--- config.mk ---
export PLATFORM = sky130hd
export DESIGN_NAME = cave_automaton_smoothing_pass_flat
export DESIGN_NICKNAME = d
export VERILOG_FILES = /design/src/cas_pkg.sv /design/src/cas_stream_if.sv /design/src/cas_window.sv /design/src/cas_lane.sv /design/src/cas_merge.sv /design/src/cave_automaton_smoothing_pass.sv /design/src/flat_wrapper.sv
export VERILOG_INCLUDE_DIRS = /design/src /design/src/src
export SDC_FILE = /design/constraint.sdc
export NUM_CORES = 2
export LEC_CHECK = 0
export ABC_AREA = 1
export BUFFER_PORTS_ARGS = -buffer_cell sky130_fd_sc_hd__buf_2
export CORE_UTILIZATION = 40
export CTS_CLUSTER_SIZE = 25
export DETAILED_ROUTE_END_ITERATION = 6
export PLACE_DENSITY = 0.65
export SETUP_SLACK_MARGIN = 0.3
export SLEW_MARGIN = 40
export SYNTH_ARGS = -nofsm -noshare
export SYNTH_HDL_FRONTEND = slang
export SYNTH_HIERARCHICAL = 1
export SYNTH_SLANG_ARGS = --single-unit
--- constraint.sdc ---
create_clock -name i_clk -period 24.3 [get_ports i_clk]
set_input_delay 1.215 -clock i_clk [delete_from_list [all_inputs] [get_ports i_clk]]
set_output_delay 1.215 -clock i_clk [all_outputs]
set_load 0.005 [all_outputs]
--- src/cave_automaton_smoothing_pass_macros.svh ---
// Assertion macros shared by the cave smoothing modules.
`ifndef CAVE_AUTOMATON_SMOOTHING_PASS_MACROS_SVH
`define CAVE_AUTOMATON_SMOOTHING_PASS_MACROS_SVH

// Same-cycle implication, checked on i_clk outside of reset.
`define CAS_ASSERT_IMP(label, ante, cons, msg) \
    label: assert property (@(posedge i_clk) disable iff (!i_rst_n) (ante) |-> (cons)) \
        else $error(msg);

// Next-cycle implication, checked on i_clk outside of reset.
`define CAS_ASSERT_NEXT(label, ante, cons, msg) \
    label: assert property (@(posedge i_clk) disable iff (!i_rst_n) (ante) |=> (cons)) \
        else $error(msg);

`endif

--- src/cas_pkg.sv ---
// Shared types and constants of the cave smoothing pass.
package cas_pkg;

    localparam int ROW_W     = 64;
    localparam int ROW_IDX_W = 6;
    localparam int SIZE_W    = 7;
    localparam int CFG_W     = 7;
    localparam int CFG_IDX_W = 2;
    localparam int HIST_ROWS = 6;
    localparam int PATCH     = 7;
    localparam int MIN_SIZE  = 4;

    localparam logic [4:0] LIMIT_5X5 = 5'd18;
    localparam logic [5:0] LIMIT_7X7 = 6'd38;

    typedef enum logic [CFG_IDX_W-1:0] {
        REG_GRID_SIZE = 2'd0,
        REG_RULE_MODE = 2'd1,
        REG_WALL_THR  = 2'd2,
        REG_OPEN_LIM  = 2'd3
    } t_reg_idx;

    typedef enum logic {
        RULE_SHAPING   = 1'b0,
        RULE_SMOOTHING = 1'b1
    } t_rule_mode;

    typedef struct packed {
        logic [SIZE_W-1:0] size;
        t_rule_mode        mode;
        logic [3:0]        wall_thr;
        logic [4:0]        open_lim;
    } t_cfg;

    // Wall counts of one column over the middle 3, 5 and 7 rows of the patch.
    typedef struct packed {
        logic [1:0] v3;
        logic [2:0] v5;
        logic [2:0] v7;
    } t_vsum;

    localparam t_vsum VSUM_FULL = '{v3: 2'd3, v5: 3'd5, v7: 3'd7};

    typedef struct packed {
        logic [ROW_IDX_W-1:0] row;
        logic                 last;
    } t_job;

    typedef struct packed {
        logic [ROW_W-1:0] row_cells;
    } t_in_item;

    typedef struct packed {
        logic [ROW_W-1:0]     out_cells;
        logic [ROW_IDX_W-1:0] out_row;
        logic                 last_row;
    } t_out_item;

endpackage

--- src/cas_stream_if.sv ---
// Valid/ready channel that moves one word per handshake.
interface cas_stream_if #(
    parameter type t_data = logic
) ();
    logic  valid;
    logic  ready;
    t_data data;

    modport source (output valid, output data, input ready);
    modport sink   (input valid, input data, output ready);
endinterface

--- src/cas_window.sv ---
// Row window, grid row counter, end-of-grid flush and per-column vertical wall counts.
`include "cave_automaton_smoothing_pass_macros.svh"

module cas_window #(
    parameter int MAX_SIZE = 64
) (
    input  logic           i_clk,
    input  logic           i_rst_n,
    cas_stream_if.sink     i_row_ch,
    input  cas_pkg::t_cfg  i_cfg,
    input  logic           i_down_ready,
    output logic           o_valid,
    output cas_pkg::t_job  o_job,
    output cas_pkg::t_vsum o_vsum [MAX_SIZE]
);
    import cas_pkg::*;

    logic [ROW_W-1:0]     r_win [HIST_ROWS];
    logic [ROW_IDX_W-1:0] r_rows;
    logic [1:0]           r_flush;
    logic                 r_v_valid;
    t_job                 r_job;
    t_vsum                r_vsum [MAX_SIZE];

    logic [ROW_IDX_W-1:0] w_k;
    logic                 w_is_last;
    logic                 w_adv;
    logic                 w_accept;
    logic                 w_flushing;
    logic                 w_flush_step;
    logic [ROW_W-1:0]     w_new_row;
    logic [ROW_W-1:0]     w_pad;
    logic [ROW_W-1:0]     w_patch [PATCH];
    logic                 n_v_valid;
    t_job                 n_job;
    t_vsum                n_vsum [MAX_SIZE];

    // A row counter at or past the grid size starts a new grid.
    assign w_k = ({1'b0, r_rows} >= i_cfg.size) ? '0 : r_rows;
    assign w_is_last = ({1'b0, w_k} == (i_cfg.size - SIZE_W'(1)));

    assign w_flushing   = (r_flush != '0);
    assign w_adv        = !r_v_valid || i_down_ready;
    assign i_row_ch.ready = w_adv && !w_flushing;
    assign w_accept     = i_row_ch.valid && i_row_ch.ready;
    assign w_flush_step = w_flushing && w_adv;

    // Rows past the end of the grid are walls.
    assign w_new_row = w_flushing ? '1 : i_row_ch.data.row_cells;
    // Columns at or past the grid size count as walls.
    assign w_pad = {ROW_W{1'b1}} << i_cfg.size;

    always_comb begin
        for (int t = 0; t < HIST_ROWS; t++) begin
            w_patch[t] = r_win[t] | w_pad;
        end
        w_patch[HIST_ROWS] = w_new_row | w_pad;

        for (int c = 0; c < MAX_SIZE; c++) begin
            n_vsum[c].v3 = 2'(w_patch[2][c]) + 2'(w_patch[3][c]) + 2'(w_patch[4][c]);
            n_vsum[c].v5 = 3'(w_patch[1][c]) + 3'(w_patch[2][c]) + 3'(w_patch[3][c])
                         + 3'(w_patch[4][c]) + 3'(w_patch[5][c]);
            n_vsum[c].v7 = n_vsum[c].v5 + 3'(w_patch[0][c]) + 3'(w_patch[6][c]);
        end

        n_v_valid = 1'b0;
        n_job     = r_job;
        if (w_flush_step) begin
            n_v_valid = 1'b1;
            n_job.row = ROW_IDX_W'(i_cfg.size - {5'b0, r_flush});
            n_job.last = (r_flush == 2'd1);
        end else if (w_accept && (w_k >= ROW_IDX_W'(3))) begin
            n_v_valid  = 1'b1;
            n_job.row  = w_k - ROW_IDX_W'(3);
            n_job.last = 1'b0;
        end
    end

    always_ff @(posedge i_clk) begin
        if (!i_rst_n) begin
            r_rows    <= '0;
            r_flush   <= '0;
            r_v_valid <= 1'b0;
        end else begin
            if (w_accept) begin
                r_rows  <= w_is_last ? '0 : w_k + ROW_IDX_W'(1);
                r_flush <= w_is_last ? 2'd3 : 2'd0;
            end else if (w_flush_step) begin
                r_flush <= r_flush - 2'd1;
            end
            if (w_adv) begin
                r_v_valid <= n_v_valid;
            end
        end
    end

    always_ff @(posedge i_clk) begin
        if (w_accept && (w_k == '0)) begin
            // Rows above the top of the grid are walls.
            for (int t = 0; t < HIST_ROWS - 1; t++) begin
                r_win[t] <= '1;
            end
            r_win[HIST_ROWS-1] <= w_new_row;
        end else if (w_accept || w_flush_step) begin
            for (int t = 0; t < HIST_ROWS - 1; t++) begin
                r_win[t] <= r_win[t+1];
            end
            r_win[HIST_ROWS-1] <= w_new_row;
        end
        if (w_adv && n_v_valid) begin
            r_job  <= n_job;
            r_vsum <= n_vsum;
        end
    end

    assign o_valid = r_v_valid;
    assign o_job   = r_job;
    assign o_vsum  = r_vsum;

    `CAS_ASSERT_NEXT(a_last_starts_flush, w_accept && w_is_last, r_flush == 2'd3, "last row did not start the flush")
    `CAS_ASSERT_IMP(a_flush_after_wrap, w_flushing, r_rows == '0, "row count not restarted during flush")
    `CAS_ASSERT_IMP(a_job_in_grid, r_v_valid, {1'b0, r_job.row} < i_cfg.size, "job row outside the grid")

endmodule

--- src/cas_lane.sv ---
// One column lane: sums the 3x3, 5x5 and 7x7 windows and applies the wall rule.
module cas_lane (
    input  cas_pkg::t_vsum i_vsum [cas_pkg::PATCH],
    input  cas_pkg::t_cfg  i_cfg,
    output logic           o_wall
);
    import cas_pkg::*;

    logic [3:0] w_sum3;
    logic [4:0] w_sum5;
    logic [5:0] w_sum7;
    logic       w_rule3;

    // Tap o holds the column at offset o - 3 from this lane.
    assign w_sum3 = 4'(i_vsum[2].v3) + 4'(i_vsum[3].v3) + 4'(i_vsum[4].v3);
    assign w_sum5 = 5'(i_vsum[1].v5) + 5'(i_vsum[2].v5) + 5'(i_vsum[3].v5)
                  + 5'(i_vsum[4].v5) + 5'(i_vsum[5].v5);
    assign w_sum7 = 6'(i_vsum[0].v7) + 6'(i_vsum[1].v7) + 6'(i_vsum[2].v7)
                  + 6'(i_vsum[3].v7) + 6'(i_vsum[4].v7) + 6'(i_vsum[5].v7)
                  + 6'(i_vsum[6].v7);

    assign w_rule3 = (w_sum3 >= i_cfg.wall_thr);

    always_comb begin
        if (i_cfg.mode == RULE_SHAPING) begin
            o_wall = (w_sum5 > LIMIT_5X5) || (w_sum7 > LIMIT_7X7) || w_rule3
                  || (w_sum5 <= i_cfg.open_lim);
        end else begin
            o_wall = w_rule3;
        end
    end

endmodule

--- src/cas_merge.sv ---
// Runs the column lanes and merges their bits into the registered output row.
`include "cave_automaton_smoothing_pass_macros.svh"

module cas_merge #(
    parameter int MAX_SIZE = 64
) (
    input  logic           i_clk,
    input  logic           i_rst_n,
    input  logic           i_valid,
    input  cas_pkg::t_job  i_job,
    input  cas_pkg::t_vsum i_vsum [MAX_SIZE],
    input  cas_pkg::t_cfg  i_cfg,
    output logic           o_ready,
    cas_stream_if.source   o_row_ch
);
    import cas_pkg::*;

    logic [MAX_SIZE-1:0]  w_wall;
    logic [ROW_W-1:0]     w_wall_row;
    logic [ROW_W-1:0]     n_cells;
    logic                 w_edge_row;
    logic                 w_en;

    logic                 r_o_valid;
    logic [ROW_W-1:0]     r_o_cells;
    logic [ROW_IDX_W-1:0] r_o_row;
    logic                 r_o_last;

    for (genvar c = 0; c < MAX_SIZE; c++) begin : g_lane
        t_vsum w_taps [PATCH];
        for (genvar o = 0; o < PATCH; o++) begin : g_tap
            if ((c + o - 3 < 0) || (c + o - 3 >= MAX_SIZE)) begin : g_out
                assign w_taps[o] = VSUM_FULL;
            end else begin : g_in
                assign w_taps[o] = i_vsum[c + o - 3];
            end
        end
        cas_lane u_lane (
            .i_vsum (w_taps),
            .i_cfg  (i_cfg),
            .o_wall (w_wall[c])
        );
    end

    assign w_wall_row = ROW_W'(w_wall);
    assign w_edge_row = (i_job.row == '0) || ({1'b0, i_job.row} == (i_cfg.size - SIZE_W'(1)));

    // Border cells are forced to wall; columns past the grid read as zero.
    always_comb begin
        for (int c = 0; c < ROW_W; c++) begin
            n_cells[c] = (SIZE_W'(c) < i_cfg.size)
                       && (w_wall_row[c] || w_edge_row || (c == 0)
                           || (SIZE_W'(c) == (i_cfg.size - SIZE_W'(1))));
        end
    end

    assign w_en    = !r_o_valid || o_row_ch.ready;
    assign o_ready = w_en;

    always_ff @(posedge i_clk) begin
        if (!i_rst_n) begin
            r_o_valid <= 1'b0;
        end else if (w_en) begin
            r_o_valid <= i_valid;
        end
    end

    always_ff @(posedge i_clk) begin
        if (w_en && i_valid) begin
            r_o_cells <= n_cells;
            r_o_row   <= i_job.row;
            r_o_last  <= i_job.last;
        end
    end

    assign o_row_ch.valid          = r_o_valid;
    assign o_row_ch.data.out_cells = r_o_cells;
    assign o_row_ch.data.out_row   = r_o_row;
    assign o_row_ch.data.last_row  = r_o_last;

    `CAS_ASSERT_IMP(a_last_is_bottom, r_o_valid && r_o_last, {1'b0, r_o_row} == (i_cfg.size - SIZE_W'(1)), "last row flag on a row that is not the bottom")
    `CAS_ASSERT_IMP(a_top_row_wall, r_o_valid && (r_o_row == '0), r_o_cells == ~({ROW_W{1'b1}} << i_cfg.size), "top row is not all wall")

endmodule

--- src/cave_automaton_smoothing_pass.sv ---
// A row k >= 3 gives new row k-3 through the count register and then the output register.
// Throughput: one row word per cycle unless a stall or the flush holds the input; rows 0..2
// of a grid produce no output word. After the last row of a grid the input is held while the
// flush sequencer emits the bottom three rows.
// Reset clears the configuration to its defaults and the row counter; the window needs no clear.
module cave_automaton_smoothing_pass #(
    parameter int MAX_SIZE = 64
) (
    input  logic                          i_clk,
    input  logic                          i_rst_n,
    input  logic                          i_cfg_we,
    input  logic [cas_pkg::CFG_IDX_W-1:0] i_cfg_idx,
    input  logic [cas_pkg::CFG_W-1:0]     i_cfg_data,
    cas_stream_if.sink                    i_row_ch,
    cas_stream_if.source                  o_row_ch
);
    import cas_pkg::*;

    localparam logic [SIZE_W-1:0] MaxN = SIZE_W'(MAX_SIZE);
    localparam logic [SIZE_W-1:0] MinN = SIZE_W'(MIN_SIZE);

    logic [SIZE_W-1:0] r_grid_size;
    t_rule_mode        r_mode;
    logic [3:0]        r_wall_thr;
    logic [4:0]        r_open_lim;

    t_cfg  w_cfg;
    logic  w_v_valid;
    logic  w_m_ready;
    t_job  w_job;
    t_vsum w_vsum [MAX_SIZE];

    always_ff @(posedge i_clk) begin
        if (!i_rst_n) begin
            r_grid_size <= SIZE_W'(64);
            r_mode      <= RULE_SHAPING;
            r_wall_thr  <= 4'd5;
            r_open_lim  <= 5'd2;
        end else if (i_cfg_we) begin
            unique case (t_reg_idx'(i_cfg_idx))
                REG_GRID_SIZE: r_grid_size <= i_cfg_data;
                REG_RULE_MODE: r_mode      <= t_rule_mode'(i_cfg_data[0]);
                REG_WALL_THR:  r_wall_thr  <= i_cfg_data[3:0];
                REG_OPEN_LIM:  r_open_lim  <= i_cfg_data[4:0];
                default: ;
            endcase
        end
    end

    always_comb begin
        if (r_grid_size < MinN) begin
            w_cfg.size = MinN;
        end else if (r_grid_size > MaxN) begin
            w_cfg.size = MaxN;
        end else begin
            w_cfg.size = r_grid_size;
        end
        w_cfg.mode     = r_mode;
        w_cfg.wall_thr = r_wall_thr;
        w_cfg.open_lim = r_open_lim;
    end

    cas_window #(
        .MAX_SIZE (MAX_SIZE)
    ) u_window (
        .i_clk        (i_clk),
        .i_rst_n      (i_rst_n),
        .i_row_ch     (i_row_ch),
        .i_cfg        (w_cfg),
        .i_down_ready (w_m_ready),
        .o_valid      (w_v_valid),
        .o_job        (w_job),
        .o_vsum       (w_vsum)
    );

    cas_merge #(
        .MAX_SIZE (MAX_SIZE)
    ) u_merge (
        .i_clk    (i_clk),
        .i_rst_n  (i_rst_n),
        .i_valid  (w_v_valid),
        .i_job    (w_job),
        .i_vsum   (w_vsum),
        .i_cfg    (w_cfg),
        .o_ready  (w_m_ready),
        .o_row_ch (o_row_ch)
    );

endmodule

--- src/flat_wrapper.sv ---
// flat-port wrapper written by rule: the top's interface ports become plain ports
module cave_automaton_smoothing_pass_flat import cas_pkg::*;
#(
    parameter int MAX_SIZE = 64
)
  (i_clk, i_rst_n, i_cfg_we, i_cfg_idx, i_cfg_data, i_row_ch_valid, i_row_ch_data, i_row_ch_ready, o_row_ch_valid, o_row_ch_data, o_row_ch_ready);
  cas_stream_if #(.t_data(t_in_item)) i_row_ch_i ();
  cas_stream_if #(.t_data(t_out_item)) o_row_ch_i ();
  input  logic i_clk;
  input  logic i_rst_n;
  input  logic i_cfg_we;
  input  logic [cas_pkg::CFG_IDX_W-1:0] i_cfg_idx;
  input  logic [cas_pkg::CFG_W-1:0] i_cfg_data;
  input wire logic [$bits(i_row_ch_i.valid)-1:0] i_row_ch_valid;
  input wire logic [$bits(i_row_ch_i.data)-1:0] i_row_ch_data;
  output wire logic [$bits(i_row_ch_i.ready)-1:0] i_row_ch_ready;
  output wire logic [$bits(o_row_ch_i.valid)-1:0] o_row_ch_valid;
  output wire logic [$bits(o_row_ch_i.data)-1:0] o_row_ch_data;
  input wire logic [$bits(o_row_ch_i.ready)-1:0] o_row_ch_ready;
  assign i_row_ch_i.valid = i_row_ch_valid;
  assign i_row_ch_i.data = i_row_ch_data;
  assign i_row_ch_ready = i_row_ch_i.ready;
  assign o_row_ch_valid = o_row_ch_i.valid;
  assign o_row_ch_data = o_row_ch_i.data;
  assign o_row_ch_i.ready = o_row_ch_ready;
  cave_automaton_smoothing_pass #(.MAX_SIZE(MAX_SIZE)) u_core (.i_clk(i_clk), .i_rst_n(i_rst_n), .i_cfg_we(i_cfg_we), .i_cfg_idx(i_cfg_idx), .i_cfg_data(i_cfg_data), .i_row_ch(i_row_ch_i), .o_row_ch(o_row_ch_i));
endmodule
Word-level counts from Yosys, hierarchy flattened
Memories as Yosys holds them, arrays and structs flattened.
Index checks and enable logic that the tools add are counted.
- $lt $le $gt $ge: 320
- shifts and indexed selects: 1
- mux-type cells: 86
- equality and inequality tests: 69
- reduce and logical (&&, ||, !) cells: 403
- $add $sub $neg: 1272
- bitwise logic cells: 13
- operator list (cell ; count):
    adder 6 x 3 -> 6 bit ; 308
    adder 5 x 3 -> 5 bit ; 186
    adder 3 x 1 -> 3 bit ; 256
    adder 3 x 3 -> 4 bit ; 123
    two-way mux 64 bit ; 7
    OR 64 bit ; 7
    greater-than comparator 6 bit, second input constant ; 63
    logical OR 1 bit ; 319
    greater-than comparator 5 bit, second input constant ; 63
    less-or-equal comparator 5 bit ; 63
    adder 1 x 1 -> 2 bit ; 128
    greater-or-equal comparator 4 bit ; 63
    adder 3 x 2 -> 4 bit ; 62
    == test 6 x 7 -> 1 bit, first input constant ; 32
    < comparator 6 x 7 -> 1 bit, first input constant ; 32
    adder 2 x 1 -> 3 bit ; 64
    adder 2 x 2 -> 3 bit ; 63
    adder 2 x 1 -> 2 bit ; 64
    == test 5 x 7 -> 1 bit, first input constant ; 16
    < comparator 5 x 7 -> 1 bit, first input constant ; 16
    logical AND 1 bit ; 70
    two-way mux 1 bit ; 70
    << shifter 64 x 7 -> 64 bit, first input constant ; 1
    == test 4 x 7 -> 1 bit, first input constant ; 8
    other kinds (33) ; 80
- memories: 1
- output and inout port bits: 73
- word-level logic and storage cells: 2370
- input port bits: 78
- flip-flop bits (word level): 617
- bits in writable memories: 384
- memories (name ; words ; bits a word ; rd ports ; clocked after memory_dff ; write ports ; RTL line ; RTL):
    u_core.u_window.r_win ; 6 ; 64 ; 6 ; 0 ; 6 ; cas_window.sv:18 ; logic [ROW_W-1:0] r_win [HIST_ROWS];

Logic depth before layout (Yosys ltp)
- depth in word-level cells: 14
- gate-level depth with buffers: 26
- gate-level depth less buffers: 26

Modules after synthesis
The synthesis kept the hierarchy.
- by module, submodules not included (module ; area each (um^2) ; seq. area each (um^2) ; times used ; cells each):
    cas_window ; 43041.3 ; 27296.2 ; 1 ; 3210
    cas_lane at u_core.u_merge.g_lane[22].u_lane ... ; 1208.7 ; 0.0 ; 32 ; 152
    cas_lane at u_core.u_merge.g_lane[42].u_lane ... ; 1214.9 ; 0.0 ; 18 ; 152
    cas_lane at u_core.u_merge.g_lane[10].u_lane ... ; 1212.4 ; 0.0 ; 13 ; 152
    cas_merge ; 4520.6 ; 2152.1 ; 1 ; 601
    cave_automaton_smoothing_pass ; 783.3 ; 340.3 ; 1 ; 106

Worst setup path after synthesis
OpenSTA, ideal clock, no wires.
- path type: register to register
- start point: register u_core.r_grid_size[4]
- end point: register u_core.u_window.r_job, in the netlist u_core/u_window/o_job[0] (enable)
- period minus slack after synthesis: 15.145 ns
- data arrival time: 11.450 ns
- path slack: 9.155 ns
- path buffers: 1
- setup time: 3.695 ns
- cell stages (with the launch flop): 16
- required time: 20.605 ns
- path through: dfxtp_1 -> nor2_1 -> nand3_1 -> a21oi_1 -> buf_2 -> clkinv_1 -> ha_1 -> nand2_1 -> nor3_2 -> nand2_2 -> nand3_2 -> inv_1 -> ha_1 -> or2_2 -> o21ai_0 -> nand2_1
- RTL lines (element ; RTL line ; RTL):
    from (decl) ; cave_automaton_smoothing_pass.sv:22 ; logic [SIZE_W-1:0] r_grid_size;
    from (signal assigned) ; cave_automaton_smoothing_pass.sv:41 ; REG_GRID_SIZE: r_grid_size <= i_cfg_data;
    to (signal assigned) ; cas_window.sv:111 ; r_job <= n_job;
    to (decl) ; cas_window.sv:22 ; t_job r_job;

==> results list <==
- H-Tree Level Count: 3
* Share of the yosys chip area belonging to registers: 23.9%
- Clock tree from TritonCTS: yes
- Vias in the first global route: 86.3k
* WP data required: 24.68 ns
- Largest net degree at the start of global routing: 148
- FFs w/ async S/R, synth: 0%
- Critical path arrival: 6.15 ns
- STA classifies the critical path endpoint as a flip-flop.
- Once the clock tree was built, the setup fixing pass inserted 0 buffers.
- The cell area that synthesis handed to floorplanning was 125000 sq um.
- YS warnings: 6
- Die Span Y: 560 um
- After detailed routing, the number of remaining DRC violations is 0.
- PortBufs: 150
- I/O pin total: 151
* Final worst path period share: 23.8%
* Time the worst path needs with I/O delays and setup: 5.77 ns
- Number of cells produced by synthesis: 13.5k
* Global-route congestion overflow total: 0
- Area added between synthesis and finish: 7.84%
- The first detailed-routing pass took 6 iterations.
- Setup violations remaining at the end of the flow were counted as 0.
- Global-route wire length before repair: 484000 um
* Detail Placement HPWL: 249000 um
- Counting along the longest clock path gives a buffer depth of 3.
- Count of nets after finishing: 17.3k
* Initial antenna violation count: 17
- CP Max Fanout: 93
- Avg WL per Cell: 17.1 um
* Post-CTS clock slew at the launch and capture registers of the worst setup and hold paths: 0.06 ns
- STA classifies the critical path startpoint as a flip-flop.
- Last weighted congestion value of the routability-driven placer: 0.947
* Number of nets with antenna violations after routing: 0
* Average vias per placed instance: 4.69
- The number of max-slew violations in the final report was 0.
* Start-to-end type of the worst setup path: reg -> reg
* Run status: completed
- Summed over all failing endpoints, the final setup total negative slack is 0 ns.
* Core ar.: 309000 sq um
* Count of cells resized by post-cts repair: 0
- All-Layer GR Usage: 20.0%
* Flip-flop and latch count after synthesis: 1001
* Number of enable flip-flop cells after synthesis: 974
- Clk_lat worst skew: 0.79 ns
* Die area: 314000 sq um
* Hold Buf Count CTS: 0
- Max-cap violations in this run came to 0.
* Final hold violation count: 0
* Layout cells sized above 1: 4.85%
* Total number of placement rows: 204
- Average instance area after synthesis: 9.24 sq um
- Counting every sink on the clock net gives 1001.
- For this run, the top clock speed supported by timing is 0.173 GHz.
- Setup repair after global routing left no endpoint under its margin.
- At the pin with the least slew margin, the transition time is 0.948 ns.
- Summed over all layers, the routed wires come to 307000 um.
* Most common flop cell mapped by yosys: sky130_fd_sc_hd__edfxtp_1
- For the final database, setup skew stands at 0.0533 ns.
* Number of buffers inserted during clock tree synthesis: 110
- The die is 560 um wide.
- Detailed Route Iter0 Violations: 5549
* Reg-to-reg setup timing slack: 18.53 ns
* Initial core utilization: 40.3%
* Yosys cell types: 45
* Worst hold path class: reg -> reg
- Measured against its own limit, the worst slew margin works out to 36.6%.
- Clock root buffer master: sky130_fd_sc_hd__clkbuf_16
- Number of vias in the routed layout: 84.3k
-- registers in the layout (all words and copies together) (netlist names), 2 cells and up --
signal / cells
u_core/u_merge/r_o_row: 6
u_core/u_window/o_vsum: 512
u_core/u_merge/r_o_cells: 64
u_core/u_window/r_win: 384
u_core/u_window/o_job: 7
u_core/r_grid_size: 7
u_core/r_wall_thr: 4
u_core/u_window/r_rows: 6
u_core/u_window/r_flush: 2
u_core/r_open_lim: 5
-- metal layers --
metal | GRT usage, % | vias up | routed length [um]
met1 | 27.0 | 41300 | 135000
met2 | 33.2 | 1933 | 143000
met4 | 6.78 | 8 | 11900
li1 | - | 40600 | -
met5 | 0 | - | 48
met3 | 2.52 | 466 | 17400
-- synthesized netlist by cell type (31+ instances only) --
| master | count | area (sq um) |
|---|---|---|
| sky130_fd_sc_hd__o21bai_1 | 96 | 721 |
| sky130_fd_sc_hd__nor3b_1 | 63 | 473 |
| sky130_fd_sc_hd__o21ai_0 | 56 | 280 |
| sky130_fd_sc_hd__edfxtp_1 | 974 | 29200 |
| sky130_fd_sc_hd__nor2_2 | 149 | 932 |
| sky130_fd_sc_hd__ha_1 | 1663 | 20800 |
| sky130_fd_sc_hd__nor2_1 | 634 | 2380 |
| sky130_fd_sc_hd__or2_1 | 190 | 1190 |
| sky130_fd_sc_hd__inv_1 | 4626 | 17400 |
| sky130_fd_sc_hd__clkinv_1 | 65 | 244 |
| sky130_fd_sc_hd__nand3b_1 | 63 | 473 |
| sky130_fd_sc_hd__nand2_1 | 1610 | 6040 |
| sky130_fd_sc_hd__o21bai_2 | 31 | 349 |
| sky130_fd_sc_hd__buf_6 | 37 | 417 |
| sky130_fd_sc_hd__nor3_1 | 65 | 325 |
| sky130_fd_sc_hd__nand3_1 | 590 | 2950 |
| sky130_fd_sc_hd__xnor2_1 | 64 | 561 |
| sky130_fd_sc_hd__fa_1 | 1770 | 35400 |
| sky130_fd_sc_hd__or2_2 | 62 | 388 |
| sky130_fd_sc_hd__a21oi_1 | 474 | 2370 |
| sky130_fd_sc_hd__and2_1 | 63 | 394 |
-- area by class of cell --
class / instances / area (sq um)
multi-input combinational: 7748 / 76800
antenna: 7 / 17.5
inverter: 4698 / 17700
timing repair buffer: 193 / 1210
clock buffer: 141 / 3030
sequential: 1001 / 29800
tap: 4120 / 5150
fill: 29800 / 175000
clock inverter: 63 / 692
-- kinds of logic (layout without fill, tap and decap cells) --
group	after synthesis	count (layout)	synth area share, %
AO/OA/AOI/OAI	674	674	3.10
other	2	48	0.00602
buffers and inverters	4783	5095	14.7
adder cells (fa/ha/maj)	3433	3433	45.1
AND/OR/NAND/NOR	3526	3526	12.7
flip-flops	1001	1001	23.9
XOR/XNOR	74	74	0.520
-- worst max-delay path: stages, from the launching register on --
cell and delay [ns]:
sky130_fd_sc_hd__dfxtp_2 0.78, sky130_fd_sc_hd__nor2_1 0.14, sky130_fd_sc_hd__buf_4 0.21, sky130_fd_sc_hd__inv_1 0.43, sky130_fd_sc_hd__ha_1 0.33, sky130_fd_sc_hd__inv_1 0.08
sky130_fd_sc_hd__nor2_1 0.08, sky130_fd_sc_hd__a21oi_4 0.33, sky130_fd_sc_hd__nand3_2 0.20, sky130_fd_sc_hd__inv_1 0.09, sky130_fd_sc_hd__ha_1 0.20, sky130_fd_sc_hd__or2_2 0.14
sky130_fd_sc_hd__o21ai_0 0.23, sky130_fd_sc_hd__nand2_8 0.45, sky130_fd_sc_hd__buf_12 0.39, sky130_fd_sc_hd__buf_16 0.42, sky130_fd_sc_hd__buf_6 0.57
-- layout by cell type (no fill, tap or decap), types with 12 or more instances in the layout --
cell type	Yosys	final
sky130_fd_sc_hd__ha_1	1663	1662
sky130_fd_sc_hd__o21bai_1	96	96
sky130_fd_sc_hd__inv_1	4626	4624
sky130_fd_sc_hd__nand4_1	15	15
sky130_fd_sc_hd__nand3b_1	63	63
sky130_fd_sc_hd__and2_1	63	63
sky130_fd_sc_hd__buf_4	7	30
sky130_fd_sc_hd__or2_2	62	62
sky130_fd_sc_hd__dfxtp_1	27	16
sky130_fd_sc_hd__a21oi_1	474	467
sky130_fd_sc_hd__clkbuf_16	0	114
sky130_fd_sc_hd__nor3b_1	63	63
sky130_fd_sc_hd__nor3_1	65	65
sky130_fd_sc_hd__clkinv_1	65	78
sky130_fd_sc_hd__nand3_1	590	589
sky130_fd_sc_hd__nor2_2	149	156
sky130_fd_sc_hd__xnor2_1	64	64
sky130_fd_sc_hd__o21ai_0	56	53
sky130_fd_sc_hd__or2_1	190	190
sky130_fd_sc_hd__nor2_1	634	627
sky130_fd_sc_hd__edfxtp_1	974	974
sky130_fd_sc_hd__o21bai_2	31	31
sky130_fd_sc_hd__conb_1	2	41
sky130_fd_sc_hd__clkinv_2	0	12
sky130_fd_sc_hd__clkbuf_1	23	19
sky130_fd_sc_hd__buf_2	13	150
sky130_fd_sc_hd__fa_1	1770	1770
sky130_fd_sc_hd__nand2_1	1610	1609
-- worst paths after layout --
kind	from	endpoint	cells after the start
setup / recovery	u_core/r_grid_size[6]	u_core/u_window/o_vsum[35]	16
hold / removal	u_core/u_window/r_win[0][308]	u_core/u_window/r_win[0][244]	2
setup reg to reg	u_core/r_grid_size[6]	u_core/u_window/o_vsum[35]	16
hold reg to reg	u_core/u_window/r_win[0][308]	u_core/u_window/r_win[0][244]	2
-- per-stage QoR --
step	hold slack (ns)	util, %	instance area [sq um]	setup slack (ns)	instances
6_report	0.492	43.5	134000	18.53	18000
5_1_grt	0.511	43.4	134000	18.28	18000
4_1_cts	0.485	43.4	134000	18.31	18000
3_5_place_dp	0.502	42.2	131000	18.35	17800
3_3_place_gp	0.495	42.2	130000	18.50	17800
2_1_floorplan	0.400	-	125000	9.15	13500
Power is not shown: default switching activity piles up to over one toggle a cycle in this logic, so the estimate is an artifact.
